$ cat config.mk
export PLATFORM = sky130hd
export DESIGN_NAME = r9e5_merge
export DESIGN_NICKNAME = d
export VERILOG_FILES = /design/src/rtl/r9e5_pkg.sv /design/src/rtl/r9e5_merge.sv
export SDC_FILE = /design/constraint.sdc
export NUM_CORES = 1
export LEC_CHECK = 0
export BUFFER_PORTS_ARGS = -buffer_cell sky130_fd_sc_hd__buf_2
export CORE_MARGIN = 2
export CORE_UTILIZATION = 60
export DETAILED_ROUTE_END_ITERATION = 10
export PLACE_DENSITY = 0.84
export REMOVE_ABC_BUFFERS = 1
export SYNTH_ARGS = -nofsm -noshare
export SYNTH_HDL_FRONTEND = slang
export SYNTH_SLANG_ARGS = --single-unit
export TNS_END_PERCENT = 30
$ cat constraint.sdc
create_clock -name vclk -period 24
set_input_delay 3.6 -clock vclk [all_inputs]
set_output_delay 3.6 -clock vclk [all_outputs]
set_load 0.1 [all_outputs]
$ cat src/rtl/r9e5_pkg.sv
// shared types, constants and lane functions for the rgb9e5 codec
package r9e5_pkg;

    localparam int unsigned LANES = 3;
    localparam int unsigned WORD_W = 32;
    localparam int unsigned MANT_W = 9;
    localparam int unsigned EXP_W = 5;

    localparam logic [31:0] POS_INF_BITS = 32'h7f80_0000;
    localparam logic [31:0] CLAMP_MAX_BITS = 32'h477f_8000;
    localparam logic [8:0] MANT_MASK = 9'h1ff;
    localparam logic [7:0] EXP_FLOOR = 8'd111;

    localparam logic MODE_ENCODE = 1'b0;
    localparam logic MODE_DECODE = 1'b1;

    typedef logic [WORD_W-1:0] word_t;
    typedef logic [MANT_W-1:0] mant_t;
    typedef logic [EXP_W-1:0] shexp_t;

    typedef struct packed {
        logic  mode;
        word_t red;
        word_t green;
        word_t blue;
        word_t packed_word;
    } in_item_t;

    typedef struct packed {
        word_t packed_word;
        word_t red;
        word_t green;
        word_t blue;
    } out_item_t;

    // clamp a channel to [0, 65408]
    function automatic word_t clamp_channel(input word_t u);
        word_t r;
        if (u > POS_INF_BITS)
            r = '0;
        else if (u >= CLAMP_MAX_BITS)
            r = CLAMP_MAX_BITS;
        else
            r = u;
        return r;
    endfunction

    // shared exponent from the largest clamped channel
    function automatic shexp_t shared_exp(input word_t mx);
        word_t  rnd;
        logic [7:0] e;
        logic [7:0] d;
        rnd = mx + (mx & 32'h0000_4000);
        e = rnd[30:23];
        if (e < EXP_FLOOR)
            e = EXP_FLOOR;
        d = e - EXP_FLOOR;
        return d[EXP_W-1:0];
    endfunction

    // scaled, truncated and halved mantissa with round-up
    function automatic mant_t encode_mant(input word_t u, input shexp_t sx);
        logic [7:0]  e;
        logic [23:0] m;
        logic [8:0]  sh;
        logic [23:0] s;
        logic [9:0]  h;
        e = u[30:23];
        m = {1'b1, u[22:0]};
        if (e == 8'd0)
        begin
            e = 8'd1;
            m = {1'b0, u[22:0]};
        end
        sh = 9'd125 + {4'd0, sx} - {1'b0, e};
        if (sh >= 9'd32)
            s = '0;
        else
            s = m >> sh[4:0];
        h = {1'b0, s[9:1]} + {9'd0, s[0]};
        return h[MANT_W-1:0];
    endfunction

    // mantissa times 2^(shexp-24) as binary32
    function automatic word_t decode_mant(input mant_t m, input shexp_t sx);
        logic [3:0]  p;
        logic [7:0]  ex;
        logic [22:0] fr;
        logic [31:0] wide;
        p = '0;
        for (int i = 1; i < MANT_W; i++)
        begin
            if (m[i])
                p = 4'(i);
        end
        ex = {4'd0, p} + {3'd0, sx} + 8'd103;
        wide = {23'd0, m} << (5'd23 - {1'b0, p});
        fr = wide[22:0];
        if (m == '0)
            return '0;
        return {1'b0, ex, fr};
    endfunction

endpackage

$ cat src/rtl/r9e5_merge.sv
// merge stage: maximum, shared exponent and per-lane mantissa scaling
module r9e5_merge (
    input  r9e5_pkg::word_t  red_c,
    input  r9e5_pkg::word_t  green_c,
    input  r9e5_pkg::word_t  blue_c,
    output r9e5_pkg::word_t  packed_word
);
    r9e5_pkg::word_t  mx;
    r9e5_pkg::shexp_t sx;
    r9e5_pkg::mant_t  rm;
    r9e5_pkg::mant_t  gm;
    r9e5_pkg::mant_t  bm;

    // largest channel, shared exponent and per-lane mantissas
    always_comb
    begin
        mx = red_c;
        if (green_c > mx)
            mx = green_c;
        if (blue_c > mx)
            mx = blue_c;
        sx = r9e5_pkg::shared_exp(mx);
        rm = r9e5_pkg::encode_mant(red_c, sx);
        gm = r9e5_pkg::encode_mant(green_c, sx);
        bm = r9e5_pkg::encode_mant(blue_c, sx);
    end

    assign packed_word = {sx, bm, gm, rm};
endmodule

==> metrics.txt, run 1 <==
via count 8,582; DRC 0; crit start category input pin; vias per inst 6.362; first-pass GRT wire length 37,450 µm; Cell Rows 41; Post-Route WL 23,560 µm; CP max stage delay 0.77 ns; Critical Path Most Common Cell a21oi_1; initial antenna violation count 2; largest fanout on the critical path 51; Overflow after GRT 0; most common cell after layout, fill and taps aside buf_2; Worst Hold Class in -> out; Fillers 1,201; WP data arrival 14.31 ns; pin count of the biggest net entering global routing 52; Crit. End Element primary output; wire per inst 17.46 µm; vias in the first global route 7,623; Core Area 12,520 µm²; CTS resizes 0; Setup TNS 0 ns; GPL Wtd Cong 0.9871; fraction of final layout cells sized beyond drive strength 1 17.69%; drt first pass iters 5; Critical Path RT 20.40 ns; Fmax 0.05585 GHz; Slew Limit Fails 0; Crit-path slowest cell a31oi_1; worst hold endpoint packed_word[31]; Worst Tran Pin Value 1.207 ns; post-synthesis sequential area ratio 0%; CP top delay family compound AO/OA/AOI/OAI gates; GRT Total Usage 33.48%; Post-CTS Setup Inserts 0; antenna viol nets, final 0; clock buffers 0; synthesized area per cell 6.977 µm²; most frequent cells in the layout buf_2, mux2i_1, nand2_1, nor2_1, ha_1; hold path depth 7; number of port buffers 128; CP startpoint red_c[27]; MaxCap Viol Count 0; final net count 1,367; io pins 128; min-delay src blue_c[30]; die area 13,690 µm²; 1st-iter DRT viols 807; crit path time final 17.91 ns; Synth Instances 1,098; FFs & Latches 0; count of hold-fix buffers inserted at cts 0; Syn. warnings 0; DIE HEIGHT 117.0 µm; CP Buf/Inv Count 5; Initial Util 61.21%; Storage cell area 0 µm²; final hold violation count 0; width of the die 117.0 µm; HPWL Detailed 19,390 µm; mapped cell area 7661 µm²; headroom to the max-slew limit 19.56%; Area growth syn-to-layout 9.048%; period utilization 74.61%; crit path kind in -> out; status finished, final reports clean; Yosys cell types 76; # setup viols final 0; RSZ-0062 raised after global routing no
## per-stage QoR
stage | hold slack [ns] | area (µm²) | setup slack [ns] | utilization [%] | instances
after floorplan | 7.877 | 7428 | 3.450 | - | 1039
after global placement | 8.094 | 8352 | 6.342 | 66.72 | 1348
after detailed placement | 8.085 | 8352 | 6.267 | 66.72 | 1348
after CTS | 8.087 | 8352 | 6.253 | 66.72 | 1348
after global routing | 8.231 | 8354 | 5.421 | 66.74 | 1349
final | 8.119 | 8354 | 6.095 | 66.74 | 1349
## synthesized netlist by cell type (11+ instances only)
| cell | instances | share of area (%) |
|---|---|---|
| nand4_1 | 31 | 2.5 |
| nand2b_1 | 14 | 1.1 |
| nor2_1 | 105 | 5.1 |
| inv_1 | 72 | 3.5 |
| mux2i_1 | 113 | 15 |
| ha_1 | 90 | 15 |
| nor3b_1 | 11 | 1.1 |
| xnor2_1 | 35 | 4.0 |
| a211oi_1 | 13 | 1.3 |
| a21oi_1 | 89 | 5.8 |
| mux2_2 | 37 | 5.4 |
| o21ai_0 | 63 | 4.1 |
| nor3_1 | 21 | 1.4 |
| a21o_1 | 12 | 1.2 |
| nand2_1 | 107 | 5.2 |
| o211ai_1 | 15 | 1.5 |
| nor4_1 | 19 | 1.6 |
| clkbuf_1 | 48 | 2.4 |
| nand3_1 | 23 | 1.5 |
| xor2_1 | 17 | 1.9 |
## how the worst max path moves through the flow
| stage | depth (start not counted) | end | slack, ns |
|---|---|---|---|
| 2_1_floorplan | 36 | packed_word[8] | 3.45 |
| 3_3_place_gp | 36 | packed_word[8] | 6.34 |
| 3_5_place_dp | 36 | packed_word[8] | 6.27 |
| 4_1_cts | 36 | packed_word[8] | 6.25 |
| 5_1_grt | 36 | packed_word[8] | 5.42 |
| 6_report | 36 | packed_word[8] | 6.09 |
## layer usage
layer  vias up  global-route usage [%]  wire (µm)
li1       4222                       -          -
met1      3899                   46.45      10550
met2       390                   54.14      10310
met3        71                   2.935       1705
met4         0                   12.55        985
met5         -                       0          0
## logic make-up (layout without fill, tap and decap cells)
kind of cell / Yosys count / count (layout) / synth area share [%]
xor gates and xnor gates: 55 / 55 / 6.843
and+or+nand+nor: 385 / 385 / 24.48
muxes: 161 / 161 / 23.34
other: 0 / 1 / 0
adders and majority gates: 102 / 102 / 16.66
AOI/OAI and AO/OA: 263 / 263 / 22.06
buffers and inverters: 132 / 210 / 6.614
## layout make-up
cell class                 count  area [µm²]  share of cell area [%]
multi-input combinational    966        7154                   85.64
inverter                      73       274.0                   3.280
antenna                        1       2.502                 0.02995
timing repair buffer         137       708.2                   8.477
tap                          172       215.2                   2.576
Power of run 1 is left out: the tool's default activity adds up to more than one toggle a clock period on the data nets, which glitch-free logic cannot reach.
==> inputs of run 2 (changes only) <==
--- a/config.mk
+++ b/config.mk
@@ -7,9 +7,9 @@
 export LEC_CHECK = 0
 export BUFFER_PORTS_ARGS = -buffer_cell sky130_fd_sc_hd__buf_2
 export CORE_MARGIN = 2
-export CORE_UTILIZATION = 60
+export CORE_UTILIZATION = 55
 export DETAILED_ROUTE_END_ITERATION = 10
-export PLACE_DENSITY = 0.84
+export PLACE_DENSITY = 0.81
 export REMOVE_ABC_BUFFERS = 1
 export SYNTH_ARGS = -nofsm -noshare
 export SYNTH_HDL_FRONTEND = slang
==> constraint.sdc (replaced) <==
create_clock -name vclk -period 16.15
set_input_delay 2.4225 -clock vclk [all_inputs]
set_output_delay 2.4225 -clock vclk [all_outputs]
set_load 0.1 [all_outputs]
==> run 2 against run 1 <==
  * Setup slack worse by 5.0 ns
  * Clock-buffer cell count stayed put
  * Sequential share of layout area stayed put
  * Routed wire length is 1.1% higher
  * Design area is 0.87% higher
  * Global-route usage is 2.2 points lower
  * Critical endpoint unchanged
==> metrics.txt, run 2 (synthesized netlist as in run 1, its figures left out) <==
DIE HEIGHT 122.0 µm (+4.3%); Slew Limit Fails 0 (unchanged); wire per inst 17.43 µm (-0.18%); Initial Util 55.84% (-5.4 points); crit path kind in -> out; WP data arrival 12.62 ns (-1.69 ns); Crit-path slowest cell o21ai_4; Post-Route WL 23,810 µm (+1.1%); fraction of final layout cells sized beyond drive strength 1 18.24% (+0.56 points); Hold WS 5.743 ns (-2.376 ns); Storage cell area 0 µm² (unchanged); Overflow after GRT 0 (unchanged); Fmax 0.06648 GHz; antenna viol nets, final 0 (unchanged); most frequent cells in the layout buf_2, mux2i_1, nand2_1, nor2_1, ha_1; drt first pass iters 6 (+1); Fillers 1,365 (+14%); Worst Tran Pin Value 1.237 ns (+0.03046 ns); vias per inst 6.324 (-0.59%); Worst Hold Class in -> out; Core Area 13,720 µm² (+9.6%); MaxCap Viol Count 0 (unchanged); CP max stage delay 0.79 ns (+0.02 ns); min-delay src blue_c[30]; final net count 1,375 (+0.59%); CTS resizes 0 (unchanged); crit start category input pin; io pins 128 (unchanged); largest fanout on the critical path 28 (-45%); period utilization 93.14%; count of hold-fix buffers inserted at cts 0 (unchanged); DRC 0 (unchanged); GPL Wtd Cong 1.020 (+3.4%); GRT Total Usage 31.23% (-2.2 points); most common cell after layout, fill and taps aside buf_2; worst hold endpoint packed_word[31]; Cell Rows 43 (+4.9%); Area growth syn-to-layout 9.995%; clock buffers 0 (unchanged); HPWL Detailed 19,800 µm (+2.1%); pin count of the biggest net entering global routing 33 (-37%); 1st-iter DRT viols 757 (-6.2%); width of the die 122.0 µm (+4.3%); die area 14,890 µm² (+8.8%); hold path depth 7 (unchanged); crit path time final 15.04 ns; first-pass GRT wire length 38,330 µm (+2.4%); initial antenna violation count 3 (+1); vias in the first global route 7,656 (+0.43%); via count 8,639 (+0.66%); RSZ-0062 raised after global routing no; final hold violation count 0 (unchanged); Crit. End Element primary output; Post-CTS Setup Inserts 0 (unchanged); Critical Path RT 13.73 ns (-6.67 ns); status finished, final reports clean; Placement Setup Slack 1.243 ns (-5.025 ns); # setup viols final 0 (unchanged); setup ws final 1.108 ns (-4.986 ns); headroom to the max-slew limit 17.44% (-2.1 points); FFs & Latches 0 (unchanged); number of port buffers 128 (unchanged)
==> run 2: changes by cell type in the layout (fill, tap and decap cells not counted) <==
| cell | previous run | this run |
|---|---|---|
| buf_4 | 9 | 17 |
| diode_2 | 1 | 2 |
==> run 2: how the worst max path moves through the flow <==
stage                    from         endpoint  slack (ns)  cells after the start
CTS                 red_c[27]   packed_word[8]        1.23                     36
finish              red_c[27]   packed_word[8]        1.11                     36
global placement    red_c[27]   packed_word[8]        1.29                     36
global route        red_c[27]  packed_word[25]        0.44                     39
floorplan           red_c[27]   packed_word[8]       -2.05                     36
detailed placement  red_c[27]   packed_word[8]        1.24                     36
==> run 2: critical path: cells and delay by family <==
kind | cells | cell delay [ns]
buffers and inverters | 4 | 1.17
muxes | 2 | 0.70
xor gates and xnor gates | 3 | 1.11
and+or+nand+nor | 5 | 1.16
AOI/OAI and AO/OA | 18 | 4.81
adders and majority gates | 4 | 1.20
==> run 2: routing by layer <==
metal	GRT usage, %	share of wire [%]	vias to the layer above
li1	-	-	4234
met1	43.36	45	3930
met2	51.08	44	404
met3	3.230	7.1	69
met4	8.980	3.9	2
met5	0	0.055	-
==> run 2: layout make-up <==
type | instances | area [µm²] | share of cell area [%]
repair buffers | 145 | 768.2 | 9.117
diodes | 2 | 5.005 | 0.05939
inverters | 73 | 274.0 | 3.252
multi-input cells | 966 | 7154 | 84.90
well taps | 180 | 225.2 | 2.673
==> run 2: per-stage QoR <==
step | util, % | TNS [ns] | std cells | instance area [µm²]
after floorplan | - | -24.97 | 1039 | 7428
after detailed placement | 61.39 | 0 | 1364 | 8422
after CTS | 61.39 | 0 | 1364 | 8422
after global routing | 61.40 | 0 | 1365 | 8424
final | 61.42 | 0 | 1366 | 8427
after global placement | 61.39 | 0 | 1364 | 8422
Power of run 2 is left out for the same reason.
