**src/rtl/r9e5_pkg.sv**
```systemverilog
// shared types, constants and lane functions for the rgb9e5 codec
package r9e5_pkg;

    localparam int unsigned LANES = 3;
    localparam int unsigned WORD_W = 32;
    localparam int unsigned MANT_W = 9;
    localparam int unsigned EXP_W = 5;

    localparam logic [31:0] POS_INF_BITS = 32'h7f80_0000;
    localparam logic [31:0] CLAMP_MAX_BITS = 32'h477f_8000;
    localparam logic [8:0] MANT_MASK = 9'h1ff;
    localparam logic [7:0] EXP_FLOOR = 8'd111;

    localparam logic MODE_ENCODE = 1'b0;
    localparam logic MODE_DECODE = 1'b1;

    typedef logic [WORD_W-1:0] word_t;
    typedef logic [MANT_W-1:0] mant_t;
    typedef logic [EXP_W-1:0] shexp_t;

    typedef struct packed {
        logic  mode;
        word_t red;
        word_t green;
        word_t blue;
        word_t packed_word;
    } in_item_t;

    typedef struct packed {
        word_t packed_word;
        word_t red;
        word_t green;
        word_t blue;
    } out_item_t;

    // clamp a channel to [0, 65408]
    function automatic word_t clamp_channel(input word_t u);
        word_t r;
        if (u > POS_INF_BITS)
            r = '0;
        else if (u >= CLAMP_MAX_BITS)
            r = CLAMP_MAX_BITS;
        else
            r = u;
        return r;
    endfunction

    // shared exponent from the largest clamped channel
    function automatic shexp_t shared_exp(input word_t mx);
        word_t  rnd;
        logic [7:0] e;
        logic [7:0] d;
        rnd = mx + (mx & 32'h0000_4000);
        e = rnd[30:23];
        if (e < EXP_FLOOR)
            e = EXP_FLOOR;
        d = e - EXP_FLOOR;
        return d[EXP_W-1:0];
    endfunction

    // scaled, truncated and halved mantissa with round-up
    function automatic mant_t encode_mant(input word_t u, input shexp_t sx);
        logic [7:0]  e;
        logic [23:0] m;
        logic [8:0]  sh;
        logic [23:0] s;
        logic [9:0]  h;
        e = u[30:23];
        m = {1'b1, u[22:0]};
        if (e == 8'd0)
        begin
            e = 8'd1;
            m = {1'b0, u[22:0]};
        end
        sh = 9'd125 + {4'd0, sx} - {1'b0, e};
        if (sh >= 9'd32)
            s = '0;
        else
            s = m >> sh[4:0];
        h = {1'b0, s[9:1]} + {9'd0, s[0]};
        return h[MANT_W-1:0];
    endfunction

    // mantissa times 2^(shexp-24) as binary32
    function automatic word_t decode_mant(input mant_t m, input shexp_t sx);
        logic [3:0]  p;
        logic [7:0]  ex;
        logic [22:0] fr;
        logic [31:0] wide;
        p = '0;
        for (int i = 1; i < MANT_W; i++)
        begin
            if (m[i])
                p = 4'(i);
        end
        ex = {4'd0, p} + {3'd0, sx} + 8'd103;
        wide = {23'd0, m} << (5'd23 - {1'b0, p});
        fr = wide[22:0];
        if (m == '0)
            return '0;
        return {1'b0, ex, fr};
    endfunction

endpackage

```
**src/rtl/r9e5_lane.sv**
```systemverilog
// one channel lane: clamp on encode front, decode of one mantissa
module r9e5_lane (
    input  r9e5_pkg::word_t  chan,
    input  r9e5_pkg::mant_t  mant,
    input  r9e5_pkg::shexp_t shexp,
    output r9e5_pkg::word_t  clamped,
    output r9e5_pkg::word_t  decoded
);
    // clamp and decode
    assign clamped = r9e5_pkg::clamp_channel(chan);
    assign decoded = r9e5_pkg::decode_mant(mant, shexp);
endmodule

```
**config.mk**
```make
export PLATFORM = sky130hd
export DESIGN_NAME = r9e5_lane
export DESIGN_NICKNAME = d
export VERILOG_FILES = /design/src/rtl/r9e5_pkg.sv /design/src/rtl/r9e5_lane.sv
export SDC_FILE = /design/constraint.sdc
export NUM_CORES = 1
export LEC_CHECK = 0
export BUFFER_PORTS_ARGS = -buffer_cell sky130_fd_sc_hd__buf_2
export CORE_ASPECT_RATIO = 1.75
export CORE_MARGIN = 3
export CORE_UTILIZATION = 40
export DETAILED_ROUTE_END_ITERATION = 6
export PLACE_DENSITY = 0.87
export SLEW_MARGIN = 20
export SYNTH_ARGS = -nofsm -noshare
export SYNTH_HDL_FRONTEND = slang
export SYNTH_SLANG_ARGS = --single-unit
```
**constraint.sdc**
```tcl
create_clock -name vclk -period 3.3
set_input_delay 0.165 -clock vclk [all_inputs]
set_output_delay 0.165 -clock vclk [all_outputs]
set_load 0.1 [all_outputs]
```
==> metrics.md, run 1 <==
| Metric | Value |
|---|---|
| Seq cells | `0` |
| Setup CP Type | `primary input to output port` |
| CP max FO | `11` |
| Grt met3 use | `2.09%` |
| Ant diodes | `0` |
| Max_cap viols | `0` |
| TritonRoute pass-1 iters | `4` |
| Final TNS setup | `0 ns` |
| Met1 global-route usage | `17.3%` |
| # resized after CTS | `0` |
| Clkbuf count | `0` |
| Worst Path Arrival | `2.86 ns` |
| DRT iter0 DRCs | `41` |
| Critical path required time | `3.13 ns` |
| Fin crit share | `91.7%` |
| RSZ-0062 raised after global routing | `no` |
| Hold-fix buffers, CTS | `0` |
| Routability cong. | `0.897` |
| Top cell type's share of synthesized area | `11.3%` |
| Dpl hpwl | `3450 um` |
| Core area | `2750 sq um` |
| Hold Fails Final Rpt | `0` |
| Vias per inst | `5.49` |
| GR Util met2 | `43.2%` |
| Initial antenna violation count | `0` |
| Die Ht | `77.5 um` |
| Remaining global-route overflow | `0` |
| Layout area overhead | `35.4%` |
| Startpoint types | `primary input` |
| Fin crit period | `3.02 ns` |
| Power Density | `432 nW/um^2` |
| Core Rows | `25` |
| Pin count of the biggest net entering global routing | `19` |
| Vias in the first global route | `1411` |
| Sequential cell area fraction in the yosys report | `0%` |
| Worst rel slew slack | `51.6%` |
| GRT Overall Usage | `20.5%` |
| Max-slew violations | `0` |
| Routed Antenna Nets | `0` |
| DIE AREA | `3630 sq um` |
| IO Pins | `110` |
| Max frequency | `0.331 GHz` |
| Yosys top cell by area | `and2_1` |
| Die W | `46.8 um` |
| Avg Inst Size Synth | `6.71 sq um` |
| Fraction of layout cells with a size suffix above 1 | `40.5%` |
| Worst vdd ir | `0.000302 V` |
| Setup bufs post-CTS | `0` |
| WL final | `4000 um` |
| Storage cell area | `0 sq um` |
| Fin nets | `317` |
| Leak Pwr | `0.888 nW` |
| Top post-synthesis cells by area | `and2_1 11%, buf_4 11%, ha_1 9.6%` |
| Synth cell types | `45` |
| Slew @ Worst Pin | `0.723 ns` |
| Drt drc | `0` |
| Starting Density | `42.4%` |
| Mapped Cells | `174` |
| Worst Hold Class | `primary input to output port` |
| Critical Path Sink Type | `output port` |
| Total number of vias | `1570` |
| Cell area after layout | `1580 sq um` |
| Final Setup Violations | `0` |
| Global-route wire length before repair | `5880 um` |
| Status | `complete, no violations` |
| Global routing's busiest layer | `met2` |
| Util after Layout | `57.4%` |
| # port buffers | `93` |
| Per-cell routed wire length | `14.0 um` |
| Ys Warns | `0` |
| Placed cell area | `1580 sq um` |
| Synth Cell Area | `1170 sq um` |
-- cells by family (layout without fill, tap and decap cells) --
kind of cell | Yosys count | in the layout | share of synthesized area, %
mux | 1 | 1 | 0.857
simple gates | 72 | 72 | 37.0
other cells | 1 | 17 | 0.321
xor+xnor | 1 | 1 | 0.750
fa+ha+maj | 10 | 10 | 11.4
buf+inv | 39 | 108 | 18.9
compound gates | 50 | 50 | 30.9
-- layout by cell type, fill, tap and decap left out, types with 2 or more instances in the layout --
cell type	instances
nand4_1	3
a21o_1	4
and2_1	21
nand2_1	8
and4_1	2
nor4_1	6
ha_1	9
inv_1	13
and3_1	4
buf_2	93
o21ai_0	8
a21oi_1	9
nor3_1	3
a31oi_1	3
o31a_1	2
conb_1	17
o21bai_1	2
o21a_1	11
nor2_1	9
nand3_1	2
or2_2	2
nor2b_1	6
-- path summary, 6_finish.rpt --
check	startpoint	to	slack (ns)	depth (start not counted)
worst max-delay path	mant[5]	decoded[28]	0.28	13
worst min-delay path	chan[31]	clamped[29]	0.81	3
-- per-layer routing --
layer	routed length (um)	vias to the layer above	part of all wire (%)
met5	0	-	0
met4	114	0	2.9
met3	522	10	13
met2	2230	111	56
met1	1130	690	28
li1	-	759	-
-- synthesized netlist by cell type (3+ instances only) --
library cell  instances
nor2b_1               7
inv_1                13
ha_1                  9
o21ai_0               8
nand2_1               8
and3_1                4
clkbuf_1              5
buf_4                17
a31oi_1               3
a21oi_1               9
o21a_1               11
nor3_1                3
nor4_1                6
a21o_1                4
and2_1               21
nand4_1               3
nor2_1                9
-- power breakdown --
part           switching (W)  internal [W]
Sequential                 0             0
Combinational       0.000569      0.000113
Clock                      0             0
Total               0.000569      0.000113
-- metrics by stage --
| stage | instances | hold slack (ns) | power (W) | worst slack [ns] |
|---|---|---|---|---|
| after global routing | 286 | 0.834 | 0.000711 | 0.0249 |
| final | 286 | 0.815 | 0.000682 | 0.275 |
| after global placement | 286 | 0.798 | 0.000678 | 0.440 |
| after CTS | 286 | 0.803 | 0.000683 | 0.318 |
| after floorplan | 190 | 0.665 | 0.000592 | -0.701 |
| after detailed placement | 286 | 0.804 | 0.000681 | 0.319 |
-- cell type report --
cell class	instances	area, sq um
timing repair buffer	94	473
multi-input combinational	151	1020
tap	27	33.8
inverter	14	52.6
fill	272	1170
-- critical path, cell delays in order --
cell,delay (ns)
buf_2,0.16
nor2b_1,0.14
o21ai_1,0.34
nand2_1,0.22
inv_1,0.10
ha_1,0.17
inv_1,0.06
ha_1,0.20
fa_1,0.40
a21o_1,0.17
a21oi_1,0.16
nor2b_2,0.15
buf_2,0.43
No activity file was read; power rests on OpenSTA's default activity.
==> run 2, diff against run 1 <==
ABC_AREA = 1   (was unset)
PLACE_DENSITY = 0.85   (was 0.87)
==> run 2 against run 1 <==
Effect of this change: global-route usage up 1.5 points; cell area up 3.6%; area after synthesis up 4.1%; count of clock-buffer cells in the layout unchanged; non-clock buffer count up 1; highest routed layer unchanged.
==> metrics.md, run 2 <==
| Metric | Value |
|---|---|
| Status | `complete, no violations` |
| Drt drc | `0 (unchanged)` |
| Vias in the first global route | `1594 (+13%)` |
| CP startpoint | `mant[7]` |
| Pin count of the biggest net entering global routing | `31 (+12)` |
| Die W | `47.7 um (+1.8%)` |
| Core area | `2820 sq um (+2.3%)` |
| Final Setup Violations | `0 (unchanged)` |
| Per-cell routed wire length | `11.7 um (-16%)` |
| Core Rows | `25 (unchanged)` |
| Crit path to | `decoded[28]` |
| Synth Cell Area | `1210 sq um (+4.1%)` |
| Combinational share of power | `100.0% (about the same)` |
| Switching power | `0.000590 W (+3.6%)` |
| TritonRoute pass-1 iters | `4 (unchanged)` |
| Filler instances | `302 (+11%)` |
| Placed insts | `355 (+24%)` |
| Most frequent cells in the layout | `93 x buf_2, 58 x inv_1, 45 x nor2_1` |
| Fin crit share | `88.9% (-2.7 points)` |
| Setup bufs post-CTS | `0 (unchanged)` |
| RSZ-0062 raised after global routing | `no` |
| Setup CP Type | `primary input to output port` |
| Post-synth top cells | `58 x inv_1, 46 x nor2_1, 29 x nand2_1, 25 x nand3_1, 17 x buf_4` |
| Startpoint types | `primary input` |
| Mapped Cells | `239 (+37%)` |
| Dpl hpwl | `3700 um (+7.0%)` |
| Fin nets | `386 (+22%)` |
| Avg Inst Size Synth | `5.08 sq um (-24%)` |
| Clkbuf count | `0 (unchanged)` |
| Commonest non-fill, non-tap cell in the layout | `buf_2` |
| Layout area overhead | `34.8%` |
| Hold Fails Final Rpt | `0 (unchanged)` |
| # resized after CTS | `0 (unchanged)` |
| Worst Path Arrival | `2.77 ns (-0.09 ns)` |
| Sw Ratio | `84.8% (+1.3 points)` |
| Fin crit period | `2.93 ns (-0.0906 ns)` |
| Routability cong. | `1.00 (+12%)` |
| WL final | `4160 um (+4.1%)` |
| Yosys top cell by area | `inv_1` |
| Cell internal pwr | `0.000106 W (-6.2%)` |
| Top-count cell post-synth | `inv_1` |
| Final TNS setup | `0 ns (unchanged)` |
| Routed Antenna Nets | `0 (unchanged)` |
| Hold-fix buffers, CTS | `0 (unchanged)` |
| Slew @ Worst Pin | `0.935 ns (+0.211 ns)` |
| Worst rel slew slack | `37.5% (-14 points)` |
| Critical path required time | `3.13 ns (about the same)` |
| Seq cells | `0 (unchanged)` |
| Reg power frac | `0% (unchanged)` |
| Total number of vias | `1721 (+9.6%)` |
| Top cell type's share of synthesized area | `17.9% (+6.7 points)` |
| Sequential cell area fraction in the yosys report | `0% (unchanged)` |
| Synth cell types | `27 (-40%)` |
| IO Pins | `110 (unchanged)` |
| Max-slew violations | `0 (unchanged)` |
| Power Density | `425 nW/um^2 (-1.6%)` |
| Critical Path Sink Type | `output port` |
| Starting Density | `43.2% (+0.75 points)` |
| Fraction of layout cells with a size suffix above 1 | `33.8% (-6.7 points)` |
| Non-filler cells in the finished layout | `355 (+24%)` |
| Storage cell area | `0 sq um (unchanged)` |
| Leak Pwr | `1.13 nW (+27%)` |
| Max frequency | `0.341 GHz (+3.1%)` |
| CP max FO | `6 (-5)` |
| Vias per inst | `4.85 (-12%)` |
| DIE AREA | `3760 sq um (+3.7%)` |
| Max_cap viols | `0 (unchanged)` |
| Ant diodes | `0 (unchanged)` |
| Global-route wire length before repair | `6490 um (+10%)` |
| Ys Warns | `0 (unchanged)` |
| GRT Overall Usage | `22.0% (+1.5 points)` |
| DRT iter0 DRCs | `46 (+12%)` |
| Die Ht | `78.9 um (+1.9%)` |
| Top post-synthesis cells by area | `inv_1 18%, nor2_1 14%, buf_4 11%` |
| Remaining global-route overflow | `0 (unchanged)` |
| Worst Hold Class | `primary input to output port` |
| Worst vdd ir | `0.000342 V (+13%)` |
| Clock power share | `0% (unchanged)` |
| # port buffers | `93 (unchanged)` |
| Initial antenna violation count | `0 (unchanged)` |
==> run 2: changes by cell type after synthesis, sizes merged, moves of 4 or more <==
cell,change
a21o,-4
a21oi,-7
and2,-20
and3,-4
clkbuf,-5
inv,+48
nand2,+22
nand3,+23
nor2,+38
nor2b,-7
o21a,-10
o21ai,+11
==> run 2: kinds of logic (layout without fill, tap and decap cells) <==
group	after synthesis	in the layout	share of synthesized area [%]
and+or+nand+nor	118	118	43.4
AOI/OAI and AO/OA	26	26	13.2
adders and majority gates	10	10	10.9
buffers and inverters	84	157	32.2
other	1	17	0.309
==> run 2: worst min path at each step <==
stage,depth (start not counted),endpoint,startpoint
floorplan,2,clamped[30],chan[30]
global placement,4,clamped[9],chan[9]
detailed placement,4,clamped[11],chan[11]
CTS,4,clamped[11],chan[11]
global route,4,clamped[6],chan[6]
finish,4,clamped[11],chan[11]
==> run 2: power groups by stage <==
| stage | clock [W] | sequential [W] | combinational [W] |
|---|---|---|---|
| after floorplan | 0 | 0 | 0.000599 |
| after global routing | 0 | 0 | 0.000733 |
| after global placement | 0 | 0 | 0.000689 |
| after CTS | 0 | 0 | 0.000696 |
| after detailed placement | 0 | 0 | 0.000695 |
| final | 0 | 0 | 0.000696 |
==> run 2: critical path: stages <==
cell and delay [ns]:
buf_2 0.11, inv_1 0.06, nand3_1 0.11, inv_1 0.05, nor2_1 0.29, inv_1 0.19
ha_1 0.33, inv_1 0.07, fa_1 0.44, nand2_1 0.08, inv_1 0.05, o21ai_0 0.12
and2_0 0.16, inv_1 0.06, nor2_2 0.06, buf_2 0.42
==> run 2: through the flow <==
| step | hold WS [ns] | cell area [sq um] | utilization, % | power (W) | setup slack [ns] |
|---|---|---|---|---|---|
| global route | 0.799 | 1640 | 58.2 | 0.000733 | 0.0806 |
| global placement | 0.785 | 1640 | 58.2 | 0.000689 | 0.456 |
| floorplan | 0.607 | 1280 | - | 0.000599 | 0.252 |
| detailed placement | 0.789 | 1640 | 58.2 | 0.000695 | 0.375 |
| finish | 0.788 | 1640 | 58.2 | 0.000696 | 0.366 |
| CTS | 0.790 | 1640 | 58.2 | 0.000696 | 0.371 |
==> run 2: area by class of cell <==
class | count | area, sq um | share of cell area (%)
Timing Repair Buffer | 95 | 480 | 29.3
Multi-Input combinational cell | 171 | 891 | 54.4
Tap cell | 27 | 33.8 | 2.06
Inverter | 62 | 233 | 14.2
==> run 2: routing by layer <==
metal	share of wire, %	track usage [%]	up-vias	routed length [um]
met3	7.5	1.36	7	313
met5	0	0	-	0
met4	1.3	2.70	0	56
met1	32	20.7	748	1340
met2	59	46.8	79	2450
li1	-	-	887	-
==> run 3, diff against run 2 <==
CORE_UTILIZATION = 43   (was 40)
PLACE_DENSITY = 0.91   (was 0.85)
==> run 3 against run 2 <==
Effect of this change: die area down 6.3%; utilization up 5.3 points; highest routed layer unchanged; hold slack about the same; via count down 1.4%; largest power group unchanged; total power about the same; sequential cell count unchanged; critical path depth unchanged.
==> metrics.md, run 3 (synthesis gave the netlist of run 2 again) <==
| Metric | Value |
|---|---|
| Worst Hold Class | `primary input to output port` |
| RSZ-0062 raised after global routing | `no` |
| Starting Density | `47.0% (+3.9 points)` |
| Fraction of layout cells with a size suffix above 1 | `33.8% (unchanged)` |
| DRT iter0 DRCs | `35 (-24%)` |
| WL final | `4040 um (-3.0%)` |
| Total number of vias | `1697 (-1.4%)` |
| # resized after CTS | `0 (unchanged)` |
| Util after Layout | `63.5% (+5.3 points)` |
| Core area | `2580 sq um (-8.3%)` |
| Fin nets | `386 (unchanged)` |
| Startpoint types | `primary input` |
| Worst rel slew slack | `36.7% (-0.87 points)` |
| Leak Pwr | `1.13 nW (+0.13%)` |
| Vias in the first global route | `1678 (+5.3%)` |
| Hold-fix buffers, CTS | `0 (unchanged)` |
| Routability cong. | `1.02 (+2.1%)` |
| CP max FO | `14 (+8)` |
| Worst Path Arrival | `2.69 ns (-0.08 ns)` |
| TritonRoute pass-1 iters | `5 (+1)` |
| Die Ht | `76.3 um (-3.3%)` |
| Core Rows | `24 (-4.0%)` |
| Vias per inst | `4.79 (-1.1%)` |
| Drt drc | `0 (unchanged)` |
| Die W | `46.2 um (-3.1%)` |
| Max_cap viols | `0 (unchanged)` |
| # port buffers | `93 (unchanged)` |
| GRT Overall Usage | `23.2% (+1.2 points)` |
| Remaining global-route overflow | `0 (unchanged)` |
| Fin crit share | `86.4% (-2.5 points)` |
| Fin crit period | `2.85 ns (-0.0817 ns)` |
| Ant diodes | `0 (unchanged)` |
| Seq cells | `0 (unchanged)` |
| Initial antenna violation count | `0 (unchanged)` |
| IO Pins | `110 (unchanged)` |
| Layout area overhead | `34.9% (about the same)` |
| Setup bufs post-CTS | `0 (unchanged)` |
| Power Density | `425 nW/um^2 (about the same)` |
| Most frequent cells in the layout | `92 x buf_2, 58 x inv_1, 45 x nor2_1` |
| Max-slew violations | `0 (unchanged)` |
| Status | `complete, no violations` |
| Pin count of the biggest net entering global routing | `31 (unchanged)` |
| Final TNS setup | `0 ns (unchanged)` |
| Filler instances | `287 (-5.0%)` |
| Final Setup Violations | `0 (unchanged)` |
| Area of the multi-input gates | `891 sq um (unchanged)` |
| Critical path required time | `3.13 ns (about the same)` |
| Storage cell area | `0 sq um (unchanged)` |
| Clkbuf count | `0 (unchanged)` |
| Routed Antenna Nets | `0 (unchanged)` |
| Dpl hpwl | `3590 um (-2.9%)` |
| Max frequency | `0.351 GHz (+2.9%)` |
| Commonest non-fill, non-tap cell in the layout | `buf_2` |
| Hold Fails Final Rpt | `0 (unchanged)` |
| DIE AREA | `3520 sq um (-6.3%)` |
| Worst vdd ir | `0.000486 V (+42%)` |
| Per-cell routed wire length | `11.4 um (-2.7%)` |
| Setup CP Type | `primary input to output port` |
| Critical Path Sink Type | `output port` |
| Slew @ Worst Pin | `0.948 ns (+0.0131 ns)` |
| Global-route wire length before repair | `6710 um (+3.4%)` |
-- run 3: changes by cell type in the layout (fill, tap and decap cells not counted), sizes merged --
| cell | delta |
|---|---|
| buf | -1 |
| clkbuf | +1 |
-- run 3: path summary, 6_finish.rpt --
kind              slack, ns  cells after the start  startpoint     endpoint
setup / recovery       0.45                     16     mant[8]  decoded[28]
hold / removal         0.79                      4    chan[10]  clamped[10]
-- run 3: through the flow --
stage               total power, W  cells  hold WS, ns  area [sq um]  worst slack, ns
detailed placement        0.000695    354        0.790          1640            0.372
global route              0.000733    354        0.800          1640           0.0751
finish                    0.000696    354        0.788          1640            0.447
floorplan                 0.000599    255        0.607          1280            0.252
global placement          0.000690    354        0.785          1640            0.498
CTS                       0.000696    354        0.790          1640            0.365
-- run 3: routing by layer --
metal	vias up	GRT usage, %	share of wire (%)
met2	85	47.0	57
met3	12	1.18	8.1
met5	-	0	0
met1	715	22.1	32
met4	0	6.27	2.9
li1	885	-	-
-- run 3: cell type report --
| type | instances | share of cell area (%) |
|---|---|---|
| Timing Repair Buffer | 95 | 29.5 |
| Inverter | 62 | 14.2 |
| Multi-Input combinational cell | 171 | 54.4 |
| Tap cell | 26 | 1.98 |
-- run 3: power breakdown --
part | internal (W) | leakage (nW) | switching, W
logic | 0.000107 | 1.13 | 0.000589
clock network | 0 | 0 | 0
registers | 0 | 0 | 0
-- run 3: critical path, stage by stage --
cell and delay, ns:
buf_2 0.14, inv_1 0.20, nand2_1 0.25, nand2_1 0.18, inv_1 0.09, ha_1 0.14
inv_1 0.05, ha_1 0.19, fa_1 0.39, nand2_1 0.07, inv_1 0.05, o21ai_0 0.14
and2_0 0.17, inv_1 0.06, nor2_2 0.07, clkbuf_4 0.33
